### src/rtl/core/ucog_pkg.sv
// ucog_pkg: shared types and constants for the usb connector overtemp guard
// no dependencies; compiled first
`timescale 1ns / 1ps

package ucog_pkg;

	localparam int TempW   = 8;
	localparam int DelayW  = 14;
	localparam int CountW  = 12;
	localparam int CfgIdxW = 3;
	localparam int CfgDatW = 8;

	localparam logic signed [CountW-1:0] CntInsert = 12'sd1100;
	localparam logic signed [CountW-1:0] CntEnd    = 12'sd1001;
	localparam logic signed [CountW-1:0] CntIdle   = -12'sd1;

	localparam logic [DelayW-1:0] FastMs   = 14'd300;
	localparam logic [DelayW-1:0] NormalMs = 14'd1000;
	localparam logic [DelayW-1:0] FirstMs  = 14'd10000;

	typedef enum logic {
		OP_CHARGER = 1'b0,
		OP_TICK    = 1'b1
	} op_t;

	typedef enum logic [CfgIdxW-1:0] {
		REG_GUARD_ENABLE      = 3'd0,
		REG_USB_PROTECT_LEVEL = 3'd1,
		REG_USB_RECOVER_LEVEL = 3'd2,
		REG_DELTA_OPEN_LEVEL  = 3'd3,
		REG_DELTA_CLOSE_LEVEL = 3'd4,
		REG_DELTA_FAST_LEVEL  = 3'd5
	} reg_idx_t;

	localparam logic signed [TempW-1:0] RstUsbProtect  = 8'sd57;
	localparam logic signed [TempW-1:0] RstUsbRecover  = 8'sd54;
	localparam logic signed [TempW-1:0] RstDeltaOpen   = 8'sd15;
	localparam logic signed [TempW-1:0] RstDeltaClose  = 8'sd8;
	localparam logic signed [TempW-1:0] RstDeltaFast   = 8'sd10;

	typedef struct packed {
		logic                    op;
		logic                    charging;
		logic signed [TempW-1:0] conn_temp;
		logic signed [TempW-1:0] batt_temp;
		logic                    batt_valid;
	} item_t;

	typedef struct packed {
		logic              timer_started;
		logic [DelayW-1:0] delay_ms;
		logic              mosfet_open;
		logic              fast_poll;
		logic              protect_mode;
		logic              wake_held;
	} result_t;

endpackage

### src/rtl/core/ucog_if.sv
// ucog_if: valid/ready channel interfaces for items, results and config writes
// depends on ucog_pkg for field widths
`timescale 1ns / 1ps

interface ucog_item_if import ucog_pkg::*; ();
	logic                    valid;
	logic                    ready;
	logic                    op;
	logic                    charging;
	logic signed [TempW-1:0] conn_temp;
	logic signed [TempW-1:0] batt_temp;
	logic                    batt_valid;

	modport source (output valid, op, charging, conn_temp, batt_temp, batt_valid,
		input ready);
	modport sink (input valid, op, charging, conn_temp, batt_temp, batt_valid,
		output ready);
endinterface

interface ucog_result_if import ucog_pkg::*; ();
	logic              valid;
	logic              ready;
	logic              timer_started;
	logic [DelayW-1:0] delay_ms;
	logic              mosfet_open;
	logic              fast_poll;
	logic              protect_mode;
	logic              wake_held;

	modport source (output valid, timer_started, delay_ms, mosfet_open, fast_poll,
		protect_mode, wake_held, input ready);
	modport sink (input valid, timer_started, delay_ms, mosfet_open, fast_poll,
		protect_mode, wake_held, output ready);
endinterface

interface ucog_cfg_if import ucog_pkg::*; ();
	logic               valid;
	logic               ready;
	logic [CfgIdxW-1:0] index;
	logic [CfgDatW-1:0] data;

	modport source (output valid, index, data, input ready);
	modport sink (input valid, index, data, output ready);
endinterface

### src/rtl/core/usb_connector_overtemp_guard.sv
// usb_connector_overtemp_guard: top level of the connector overtemp guard
// depends on ucog_pkg and the channel interfaces in ucog_if
`timescale 1ns / 1ps

// usage
//   item:   one word per charger event (op 0) or check tick (op 1), with
//           charger presence, connector and battery temperatures
//   result: one word per item: whether a next check is scheduled and its
//           delay, plus mosfet, poll rate, protect mode and wake hold
//   cfg:    register writes (index 0..5), always ready; write only while idle
// timing
//   an accepted item is registered in the input register, and its result then in the result register;
//   one item per cycle is taken while results are taken, limited only by the input and result registers
// reset
//   arst_n clears both stages, loads the check counter with 1100, closes the
//   mosfet and restores the register defaults; the first start waits 10 s
// stall
//   a held result keeps the item register free for one more word; with both
//   full, item ready drops until the result is taken
module usb_connector_overtemp_guard import ucog_pkg::*; (
	input  logic         clk,
	input  logic         arst_n,
	ucog_item_if.sink    item,
	ucog_result_if.source result,
	ucog_cfg_if.sink     cfg
);

	logic                    guard_enable_q;
	logic signed [TempW-1:0] usb_protect_q;
	logic signed [TempW-1:0] usb_recover_q;
	logic signed [TempW-1:0] delta_open_q;
	logic signed [TempW-1:0] delta_close_q;
	logic signed [TempW-1:0] delta_fast_q;

	logic signed [CountW-1:0] count_q;
	logic                     mosfet_q;
	logic                     fast_q;
	logic                     protect_q;
	logic                     wake_q;
	logic                     armed_q;
	logic                     first_q;

	item_t   item_s1;
	logic    valid_s1;
	result_t res_q;
	logic    res_valid_q;

	logic advance;
	logic item_acc;

	logic signed [CountW-1:0] count_d;
	logic                     mosfet_d;
	logic                     fast_d;
	logic                     protect_d;
	logic                     wake_d;
	logic                     armed_d;
	logic                     first_d;
	logic                     started_d;
	logic [DelayW-1:0]        delay_d;
	logic signed [TempW:0]    delta;

	assign advance    = !res_valid_q || result.ready;
	assign item.ready = !valid_s1 || advance;
	assign item_acc   = item.valid && item.ready;
	assign cfg.ready  = 1'b1;

	always_ff @(posedge clk or negedge arst_n) begin
		if (!arst_n) begin
			guard_enable_q <= 1'b1;
			usb_protect_q  <= RstUsbProtect;
			usb_recover_q  <= RstUsbRecover;
			delta_open_q   <= RstDeltaOpen;
			delta_close_q  <= RstDeltaClose;
			delta_fast_q   <= RstDeltaFast;
		end else if (cfg.valid) begin
			unique case (cfg.index)
				REG_GUARD_ENABLE:      guard_enable_q <= cfg.data[0];
				REG_USB_PROTECT_LEVEL: usb_protect_q  <= cfg.data;
				REG_USB_RECOVER_LEVEL: usb_recover_q  <= cfg.data;
				REG_DELTA_OPEN_LEVEL:  delta_open_q   <= cfg.data;
				REG_DELTA_CLOSE_LEVEL: delta_close_q  <= cfg.data;
				REG_DELTA_FAST_LEVEL:  delta_fast_q   <= cfg.data;
				default: ;
			endcase
		end
	end

	always_ff @(posedge clk or negedge arst_n) begin
		if (!arst_n) begin
			valid_s1 <= 1'b0;
		end else if (item_acc) begin
			valid_s1 <= 1'b1;
		end else if (advance) begin
			valid_s1 <= 1'b0;
		end
	end

	always_ff @(posedge clk) begin
		if (item_acc) begin
			item_s1.op         <= item.op;
			item_s1.charging   <= item.charging;
			item_s1.conn_temp  <= item.conn_temp;
			item_s1.batt_temp  <= item.batt_temp;
			item_s1.batt_valid <= item.batt_valid;
		end
	end

	always_comb begin
		count_d   = count_q;
		mosfet_d  = mosfet_q;
		fast_d    = fast_q;
		protect_d = protect_q;
		wake_d    = wake_q;
		armed_d   = armed_q;
		first_d   = first_q;
		started_d = 1'b0;
		delay_d   = '0;
		delta     = item_s1.batt_valid ?
			({item_s1.conn_temp[TempW-1], item_s1.conn_temp} -
			 {item_s1.batt_temp[TempW-1], item_s1.batt_temp}) : '0;
		if (item_s1.op == OP_CHARGER) begin
			if (guard_enable_q && item_s1.charging && !armed_q) begin
				count_d   = CntInsert;
				delay_d   = first_q ? FirstMs : '0;
				first_d   = 1'b0;
				armed_d   = 1'b1;
				started_d = 1'b1;
			end
		end else begin
			armed_d = 1'b0;
			if (count_q == CntIdle && !item_s1.charging) begin
				mosfet_d  = 1'b0;
				fast_d    = 1'b0;
				protect_d = 1'b0;
				wake_d    = 1'b0;
			end else begin
				// poll rate and protect mode
				priority if (delta > $signed({delta_fast_q[TempW-1], delta_fast_q})) begin
					fast_d    = 1'b1;
					count_d   = '0;
					protect_d = 1'b1;
				end else if (count_q > CntEnd) begin
					count_d   = count_q - 12'sd1;
					fast_d    = 1'b1;
					protect_d = 1'b0;
				end else if (count_q == CntEnd) begin
					count_d   = CntIdle;
					fast_d    = 1'b0;
					protect_d = 1'b0;
					wake_d    = 1'b0;
				end else if (!count_q[CountW-1]) begin
					count_d   = count_q + 12'sd1;
					fast_d    = 1'b1;
					protect_d = 1'b1;
				end else begin
					fast_d    = 1'b0;
					protect_d = 1'b0;
				end
				// mosfet hysteresis
				if (delta >= $signed({delta_open_q[TempW-1], delta_open_q}) &&
					item_s1.conn_temp >= usb_protect_q) begin
					wake_d   = 1'b1;
					mosfet_d = 1'b1;
				end else if (delta <= $signed({delta_close_q[TempW-1], delta_close_q}) &&
					item_s1.conn_temp <= usb_recover_q) begin
					mosfet_d = 1'b0;
				end
				delay_d   = fast_d ? FastMs : NormalMs;
				armed_d   = 1'b1;
				started_d = 1'b1;
			end
		end
	end

	always_ff @(posedge clk or negedge arst_n) begin
		if (!arst_n) begin
			count_q     <= CntInsert;
			mosfet_q    <= 1'b0;
			fast_q      <= 1'b0;
			protect_q   <= 1'b0;
			wake_q      <= 1'b0;
			armed_q     <= 1'b0;
			first_q     <= 1'b1;
			res_valid_q <= 1'b0;
		end else if (valid_s1 && advance) begin
			count_q     <= count_d;
			mosfet_q    <= mosfet_d;
			fast_q      <= fast_d;
			protect_q   <= protect_d;
			wake_q      <= wake_d;
			armed_q     <= armed_d;
			first_q     <= first_d;
			res_valid_q <= 1'b1;
		end else if (result.ready) begin
			res_valid_q <= 1'b0;
		end
	end

	always_ff @(posedge clk) begin
		if (valid_s1 && advance) begin
			res_q.timer_started <= started_d;
			res_q.delay_ms      <= delay_d;
			res_q.mosfet_open   <= mosfet_d;
			res_q.fast_poll     <= fast_d;
			res_q.protect_mode  <= protect_d;
			res_q.wake_held     <= wake_d;
		end
	end

	assign result.valid         = res_valid_q;
	assign result.timer_started = res_q.timer_started;
	assign result.delay_ms      = res_q.delay_ms;
	assign result.mosfet_open   = res_q.mosfet_open;
	assign result.fast_poll     = res_q.fast_poll;
	assign result.protect_mode  = res_q.protect_mode;
	assign result.wake_held     = res_q.wake_held;

endmodule

### src/flat_wrapper.sv
// flat-port wrapper written by rule: the top's interface ports become plain ports
module usb_connector_overtemp_guard_flat import ucog_pkg::*;
  (clk, arst_n, item_valid, item_op, item_charging, item_conn_temp, item_batt_temp, item_batt_valid, item_ready, result_valid, result_timer_started, result_delay_ms, result_mosfet_open, result_fast_poll, result_protect_mode, result_wake_held, result_ready, cfg_valid, cfg_index, cfg_data, cfg_ready);
  ucog_item_if item_i ();
  ucog_result_if result_i ();
  ucog_cfg_if cfg_i ();
  input  logic clk;
  input  logic arst_n;
  input wire logic [$bits(item_i.valid)-1:0] item_valid;
  input wire logic [$bits(item_i.op)-1:0] item_op;
  input wire logic [$bits(item_i.charging)-1:0] item_charging;
  input wire logic [$bits(item_i.conn_temp)-1:0] item_conn_temp;
  input wire logic [$bits(item_i.batt_temp)-1:0] item_batt_temp;
  input wire logic [$bits(item_i.batt_valid)-1:0] item_batt_valid;
  output wire logic [$bits(item_i.ready)-1:0] item_ready;
  output wire logic [$bits(result_i.valid)-1:0] result_valid;
  output wire logic [$bits(result_i.timer_started)-1:0] result_timer_started;
  output wire logic [$bits(result_i.delay_ms)-1:0] result_delay_ms;
  output wire logic [$bits(result_i.mosfet_open)-1:0] result_mosfet_open;
  output wire logic [$bits(result_i.fast_poll)-1:0] result_fast_poll;
  output wire logic [$bits(result_i.protect_mode)-1:0] result_protect_mode;
  output wire logic [$bits(result_i.wake_held)-1:0] result_wake_held;
  input wire logic [$bits(result_i.ready)-1:0] result_ready;
  input wire logic [$bits(cfg_i.valid)-1:0] cfg_valid;
  input wire logic [$bits(cfg_i.index)-1:0] cfg_index;
  input wire logic [$bits(cfg_i.data)-1:0] cfg_data;
  output wire logic [$bits(cfg_i.ready)-1:0] cfg_ready;
  assign item_i.valid = item_valid;
  assign item_i.op = item_op;
  assign item_i.charging = item_charging;
  assign item_i.conn_temp = item_conn_temp;
  assign item_i.batt_temp = item_batt_temp;
  assign item_i.batt_valid = item_batt_valid;
  assign item_ready = item_i.ready;
  assign result_valid = result_i.valid;
  assign result_timer_started = result_i.timer_started;
  assign result_delay_ms = result_i.delay_ms;
  assign result_mosfet_open = result_i.mosfet_open;
  assign result_fast_poll = result_i.fast_poll;
  assign result_protect_mode = result_i.protect_mode;
  assign result_wake_held = result_i.wake_held;
  assign result_i.ready = result_ready;
  assign cfg_i.valid = cfg_valid;
  assign cfg_i.index = cfg_index;
  assign cfg_i.data = cfg_data;
  assign cfg_ready = cfg_i.ready;
  usb_connector_overtemp_guard u_core (.clk(clk), .arst_n(arst_n), .item(item_i), .result(result_i), .cfg(cfg_i));
endmodule
### config.mk
export PLATFORM = sky130hd
export DESIGN_NAME = usb_connector_overtemp_guard_flat
export DESIGN_NICKNAME = d
export VERILOG_FILES = /design/src/rtl/core/ucog_pkg.sv /design/src/rtl/core/ucog_if.sv /design/src/rtl/core/usb_connector_overtemp_guard.sv /design/src/flat_wrapper.sv
export SDC_FILE = /design/constraint.sdc
export NUM_CORES = 1
export LEC_CHECK = 0
export BUFFER_PORTS_ARGS = -buffer_cell sky130_fd_sc_hd__buf_2
export CAP_MARGIN = 40
export CORE_UTILIZATION = 30
export DETAILED_ROUTE_END_ITERATION = 12
export PLACE_DENSITY_LB_ADDON = 0.12
export SLEW_MARGIN = 20
export SYNTH_ARGS = -nofsm -noshare
export SYNTH_HDL_FRONTEND = slang
export SYNTH_SLANG_ARGS = --single-unit
### constraint.sdc
create_clock -name clk -period 6.5 [get_ports clk]
set_input_delay 0.975 -clock clk [delete_from_list [all_inputs] [get_ports clk]]
set_output_delay 0.975 -clock clk [all_outputs]
set_load 0.05 [all_outputs]
# After elaboration in Yosys (flattened, before gate mapping)
# Index checks and enable logic that the tools add are counted.
[totals]
register_bits = 99
inputBits = 35
out_inout_bits = 22
wordCells = 117
[op_classes]
add_sub_neg = 3
n_lt_le_gt_ge = 6
eq_ne = 9
muxes = 44
bitwise = 1
n_reduce_logical = 27
[op_table]
columns = ["op", "n"]
rows = [
  ["$mux W12", 7],
  ["$mux W14", 4],
  ["$mux W1", 31],
  ["$reduce_and A2 Y1", 7],
  ["$add A12 B2 Y12 const B", 1],
  ["$eq A12 B1 Y1 const B", 1],
  ["$eq A12 B11 Y1 const B", 1],
  ["$gt A12 B11 Y1 const B", 1],
  ["$sub A12 B2 Y12 const B", 1],
  ["$mux W10", 1],
  ["$ge A9 B8 Y1", 1],
  ["$gt A9 B8 Y1", 1],
  ["$le A9 B8 Y1", 1],
  ["$mux W9", 1],
  ["$sub A8 B8 Y9", 1],
  ["$ge A8 B8 Y1", 1],
  ["$le A8 B8 Y1", 1],
  ["$logic_and A1 B1 Y1", 7],
  ["$eq A3 B2 Y1 const B", 2],
  ["$eq A3 B3 Y1 const B", 2],
  ["$reduce_and A3 Y1", 2],
  ["$reduce_bool A2 Y1", 3],
  ["$ne A5 B5 Y1 const B", 1],
  ["$logic_not A1 Y1", 4],
  ["6 further kinds", 7],
]

# Depth between registers and ports, before layout
[logic_depth]
ltp_word = 9
mapped_depth = 17
depth_no_buf = 16

# Least setup slack after synthesis
# OpenSTA, ideal clock, no wires.
[synth_path]
path_type = "reg-to-reg"
startpoint = "register u_core.item_s1[1] (netlist name)"
endpoint = "register, netlist name u_core.result.protect_mode"
setup_ps = 260
arrival_ps = 3529
required_time_ps = 6240
path_slack_ps = 2711
stages_incl_launch_ff = 17
n_path_buf = 1
synth_period_minus_slack_ps = 3789
cell_sequence = "edfxtp_1 -> ha_1 -> fa_1 -> nor2b_1 -> o21ai_0 -> a21boi_0 -> o21a_1 -> nor3_1 -> nor3_1 -> ha_1 -> a21o_1 -> a2111o_1 -> o21ai_4 -> and2_1 -> buf_4 -> a21oi_1 -> mux2_2"
[synth_via]
elab_chain_len = 6
[synth_rtl]
columns = ["element", "line", "text"]
rows = [
  ["from (decl)", "usb_connector_overtemp_guard.sv:43", "item_t item_s1;"],
  ["$sub A8 B8 Y9", "usb_connector_overtemp_guard.sv:119", "({item_s1.conn_temp[TempW-1], item_s1.conn_temp} -"],
  ["$mux W9", "usb_connector_overtemp_guard.sv:118", "delta = item_s1.batt_valid ?"],
  ["$gt A9 B8 Y1", "usb_connector_overtemp_guard.sv:138", "priority if (delta > $signed({delta_fast_q[TempW-1], delta_fast_q})) begin"],
  ["$mux W1", "usb_connector_overtemp_guard.sv:138", ""],
  ["$mux W1", "usb_connector_overtemp_guard.sv:131", "if (count_q == CntIdle && !item_s1.charging) begin"],
  ["$mux W1", "usb_connector_overtemp_guard.sv:121", "if (item_s1.op == OP_CHARGER) begin"],
  ["via u_core.protect_d", "usb_connector_overtemp_guard.sv:54", "logic protect_d;"],
]
# The timed path passes the listed nets, and every way through them passes these cells.
# A chain may end at the register's enable or synchronous reset.

# Final worst setup path
[layout_path]
startpoint = "register u_core.item_s1[1] (netlist name)"
endpoint = "register, netlist name u_core.result.protect_mode"
[layout_via]
elab_chain_len = 6
[layout_rtl]
columns = ["element", "line"]
rows = [
  ["$sub A8 B8 Y9", "usb_connector_overtemp_guard.sv:119"],
  ["$mux W9", "usb_connector_overtemp_guard.sv:118"],
  ["$gt A9 B8 Y1", "usb_connector_overtemp_guard.sv:138"],
  ["$mux W1", "usb_connector_overtemp_guard.sv:138"],
  ["$mux W1", "usb_connector_overtemp_guard.sv:131"],
  ["$mux W1", "usb_connector_overtemp_guard.sv:121"],
  ["via u_core.protect_d", "usb_connector_overtemp_guard.sv:54"],
]
# The timed path passes the listed nets, and every way through them passes these cells.

==> results by group <==
Setup path
  – Reg2reg path depth: 15
  – Crit path cell chain: ha_1, fa_1, nor2b_1, o21ai_0, a21boi_0, o21a_1, nor3_1, nor3_1, ha_1, a21o_1, a2111o_1, o21ai_4, and2_1, a21oi_1, mux2_2
  – Req. time, crit path: 6600 ps
  – WP depth: 15
  – CP Class: reg -> reg
  – CP Max Fanout: 7
  – CP delay by family, top: compound AO/OA/AOI/OAI gates
  – Worst Setup EP: u_core.result.protect_mode$_DFFE_PP_
  – Crit path launch type: flop
  – Crit path buffers/inverters: 0
  – WP data arrival: 4450 ps
  – CP max stage cell: a2111o_1
  – Critical R2R Launch: u_core.item_s1[1]$_DFFE_PP_
  – CP startpoint: u_core.item_s1[1]$_DFFE_PP_
  – Crit. End Element: flop
  – Worst R2R Setup Slack: 2150 ps
  – RR Endpoint: u_core.result.protect_mode$_DFFE_PP_
  – Slowest Stage Delay on Critical Path: 440 ps

CTS
  – Maximum root-to-sink buffer count: 2
  – Reg clk slew, reported paths: 70 ps
  – Post-cts resize count: 0
  – CTS tree: yes
  – Hold buffer count at cts: 0
  – CTS Buf Count: 9
  – Clock root buffer: clkbuf_16
  – # H-tree levels: 3
  – Clk sinks: 91
  – Setup Fix Bufs, Post-CTS: 0
  – Clk_lat worst skew: 350 ps

Floorplanning
  – Number of top-level pins: 57
  – Die width: 138 um
  – Row count: 49
  – Core area: 18100 sq um
  – Chip height: 138 um
  – Die area: 19100 sq um
  – Initial core utilization: 30.7%

GRT
  – Maximum number of pins on one net before global-route repair: 32
  – Overall routing resource usage: 14.7%
  – GR Overflow Total: 0
  – Gr busiest metal: met2
  – Vias in the first global route: 4169
  – First-pass GRT wire length: 21.8 mm
  – M3 GR Usage: 3.43%
  – Initial antenna violation count: 0
  – Met1 global-route usage: 19.4%
  – M2 GR Usage: 24.1%

Min path
  – Hold Crit Class: reg -> reg

Cells and area
  – Commonest non-fill, non-tap cells in the layout: inv_1 (63), ha_1 (54), buf_2 (51)
  – Final net count: 680
  – Finished Layout Cells: 824
  – Filler Cells Inserted: 1816
  – Layout cells sized above 1: 22.5%
  – Area grow syn2layout: 13.5%
  – Commonest non-fill, non-tap cell in the layout: inv_1
  – Design Area, Final: 6310 sq um
  – Diode count: 0

Timing
  – RSZ-0062 raised after global routing: no
  – Hold Vio Cnt, Final: 0
  – Relative slew slack: 50.4%
  – Worst-margin pin slew: 741 ps
  – Final worst setup slack: 2150 ps
  – Max Fclk: 230 MHz
  – Min Tclk post-route: 4350 ps
  – Period utilisation layout: 66.8%
  – Total negative setup slack: 0 ps
  – Max-slew violations: 0
  – Final setup vio count: 0
  – Worst clock skew: 6.72 ps

Yosys
  – Yosys cell types: 73
  – Post-synthesis sequential area ratio: 44.1%
  – Async SR Flop Fraction: 67.0%
  – Netlist Area Pre-Place: 5560 sq um
  – Gate count of the mapped netlist: 543
  – Syn_area_per_cell: 10.2 sq um
  – Number of synthesized flops with an enable pin: 30
  – Synth Flop Type: dfrtp_1
  – #FFs+latches synth: 91
  – Synth warnings: 0

Outcome
  – Status: complete, but fails checks
  – Violated checks: design-rule violations

Route
  – Post-Route WL: 13.2 mm
  – DRC viols: 10
  – Routed vias/inst: 4.93
  – Starting DRT DRC Count: 185
  – Drt pass-1 iters: 9
  – DRT antenna net count: 0
  – Drt wl/cell: 16.0 um
  – Vias: 4060

Power and ir drop
  – Pwr Density: 307 nW/um^2
  – Power Total: 0.00194 W
  – Leakage dissipation: 2.81 nW
  – Worst-case vdd ir drop: 0.000129 V

Place
  – Placed cell area: 6010 sq um
  – Placed Cells: 808
  – Post-detail-place hpwl: 10.0 mm
  – GP Congestion: 0.821
  – Port Buf Inserts: 51
  – Dpl ws: 2170 ps

Flow run
  – Max Cap Viol: 0
-- routing by layer --
layer  vias up  wire length [um]
li1       2030                 -
met2        83              6100
met1      1936              6460
met4         0               160
met3        11               459
met5         -                 0
-- cells in the mapped netlist, types with 5 or more instances --
cell type  instances  area share [%]
dfrtp_1           40              18
a21oi_1           17             1.5
nand2_1           48             3.2
o21ai_0           39             3.5
dfstp_2           21             9.9
nand2b_1           6            0.68
mux2_2            22             4.5
nor2b_1            7            0.79
nand3_1           14             1.3
inv_1             63             4.3
and3_1             5            0.56
mux2i_1            7             1.3
nor3_1            11            0.99
clkbuf_1           5            0.34
ha_1              54              12
a31oi_1            8            0.90
nand4_1            8            0.90
buf_4             12             1.6
edfxtp_1          30              16
nor2_1            28             1.9
-- area by class of cell --
| cell class | instances | area (sq um) | share of cell area [%] |
|---|---|---|---|
| clock buffer | 13 | 260 | 4.12 |
| timing repair buffer | 56 | 313 | 4.96 |
| clock inverter | 3 | 46.3 | 0.733 |
| tap | 229 | 287 | 4.54 |
| inverter | 63 | 236 | 3.75 |
| multi-input combinational | 369 | 2720 | 43.0 |
| sequential | 91 | 2450 | 38.9 |
-- how the worst min path moves through the flow --
stage,start,end,slack (ps),depth (start not counted)
floorplan,u_core.armed_q$_DFFE_PN0P_,u_core.armed_q$_DFFE_PN0P_,450,2
global placement,u_core.valid_s1$_DFFE_PN0P_,u_core.result.valid$_DFFE_PN0P_,460,1
detailed placement,u_core.armed_q$_DFFE_PN0P_,u_core.armed_q$_DFFE_PN0P_,470,2
CTS,u_core.armed_q$_DFFE_PN0P_,u_core.armed_q$_DFFE_PN0P_,490,2
global route,u_core.first_q$_DFFE_PN1P_,u_core.first_q$_DFFE_PN1P_,490,1
finish,u_core.armed_q$_DFFE_PN0P_,u_core.armed_q$_DFFE_PN0P_,480,2
-- cells by family after synthesis --
kind of cell / share of synthesized area (%)
AOI/OAI and AO/OA: 14.6
xor gates and xnor gates: 0.158
adders and majority gates: 12.5
buffers and inverters: 7.20
DFF: 44.1
muxes: 5.99
other: 0.135
and+or+nand+nor: 15.3
-- registers in the layout (all words and copies together), names as in the netlist, 6 cells and up --
register	flops
u_core.item_s1	19
u_core.usb_protect_q	8
u_core.delta_open_q	8
u_core.delta_fast_q	8
u_core.count_q	12
u_core.result.delay_ms	6
u_core.delta_close_q	8
u_core.usb_recover_q	8
-- per-stage QoR --
stage	hold WS (ps)	util [%]
final	480	34.9
after global routing	490	34.9
after CTS	486	34.9
after floorplan	447	-
after global placement	462	33.0
after detailed placement	469	33.2
-- tightest hold or removal path, cell delays in order (launching register included) --
cell     delay [ps]
dfrtp_1         350
nand2_1          50
nand2_1          50
-- where the power goes --
group	switching (W)	leakage [nW]	internal [W]
logic	0.000341	1.67	0.000242
registers	0.0000899	0.990	0.000719
clock network	0.000226	0.146	0.000320
total	0.000656	2.81	0.00128
(Power assumes the default switching activity.)
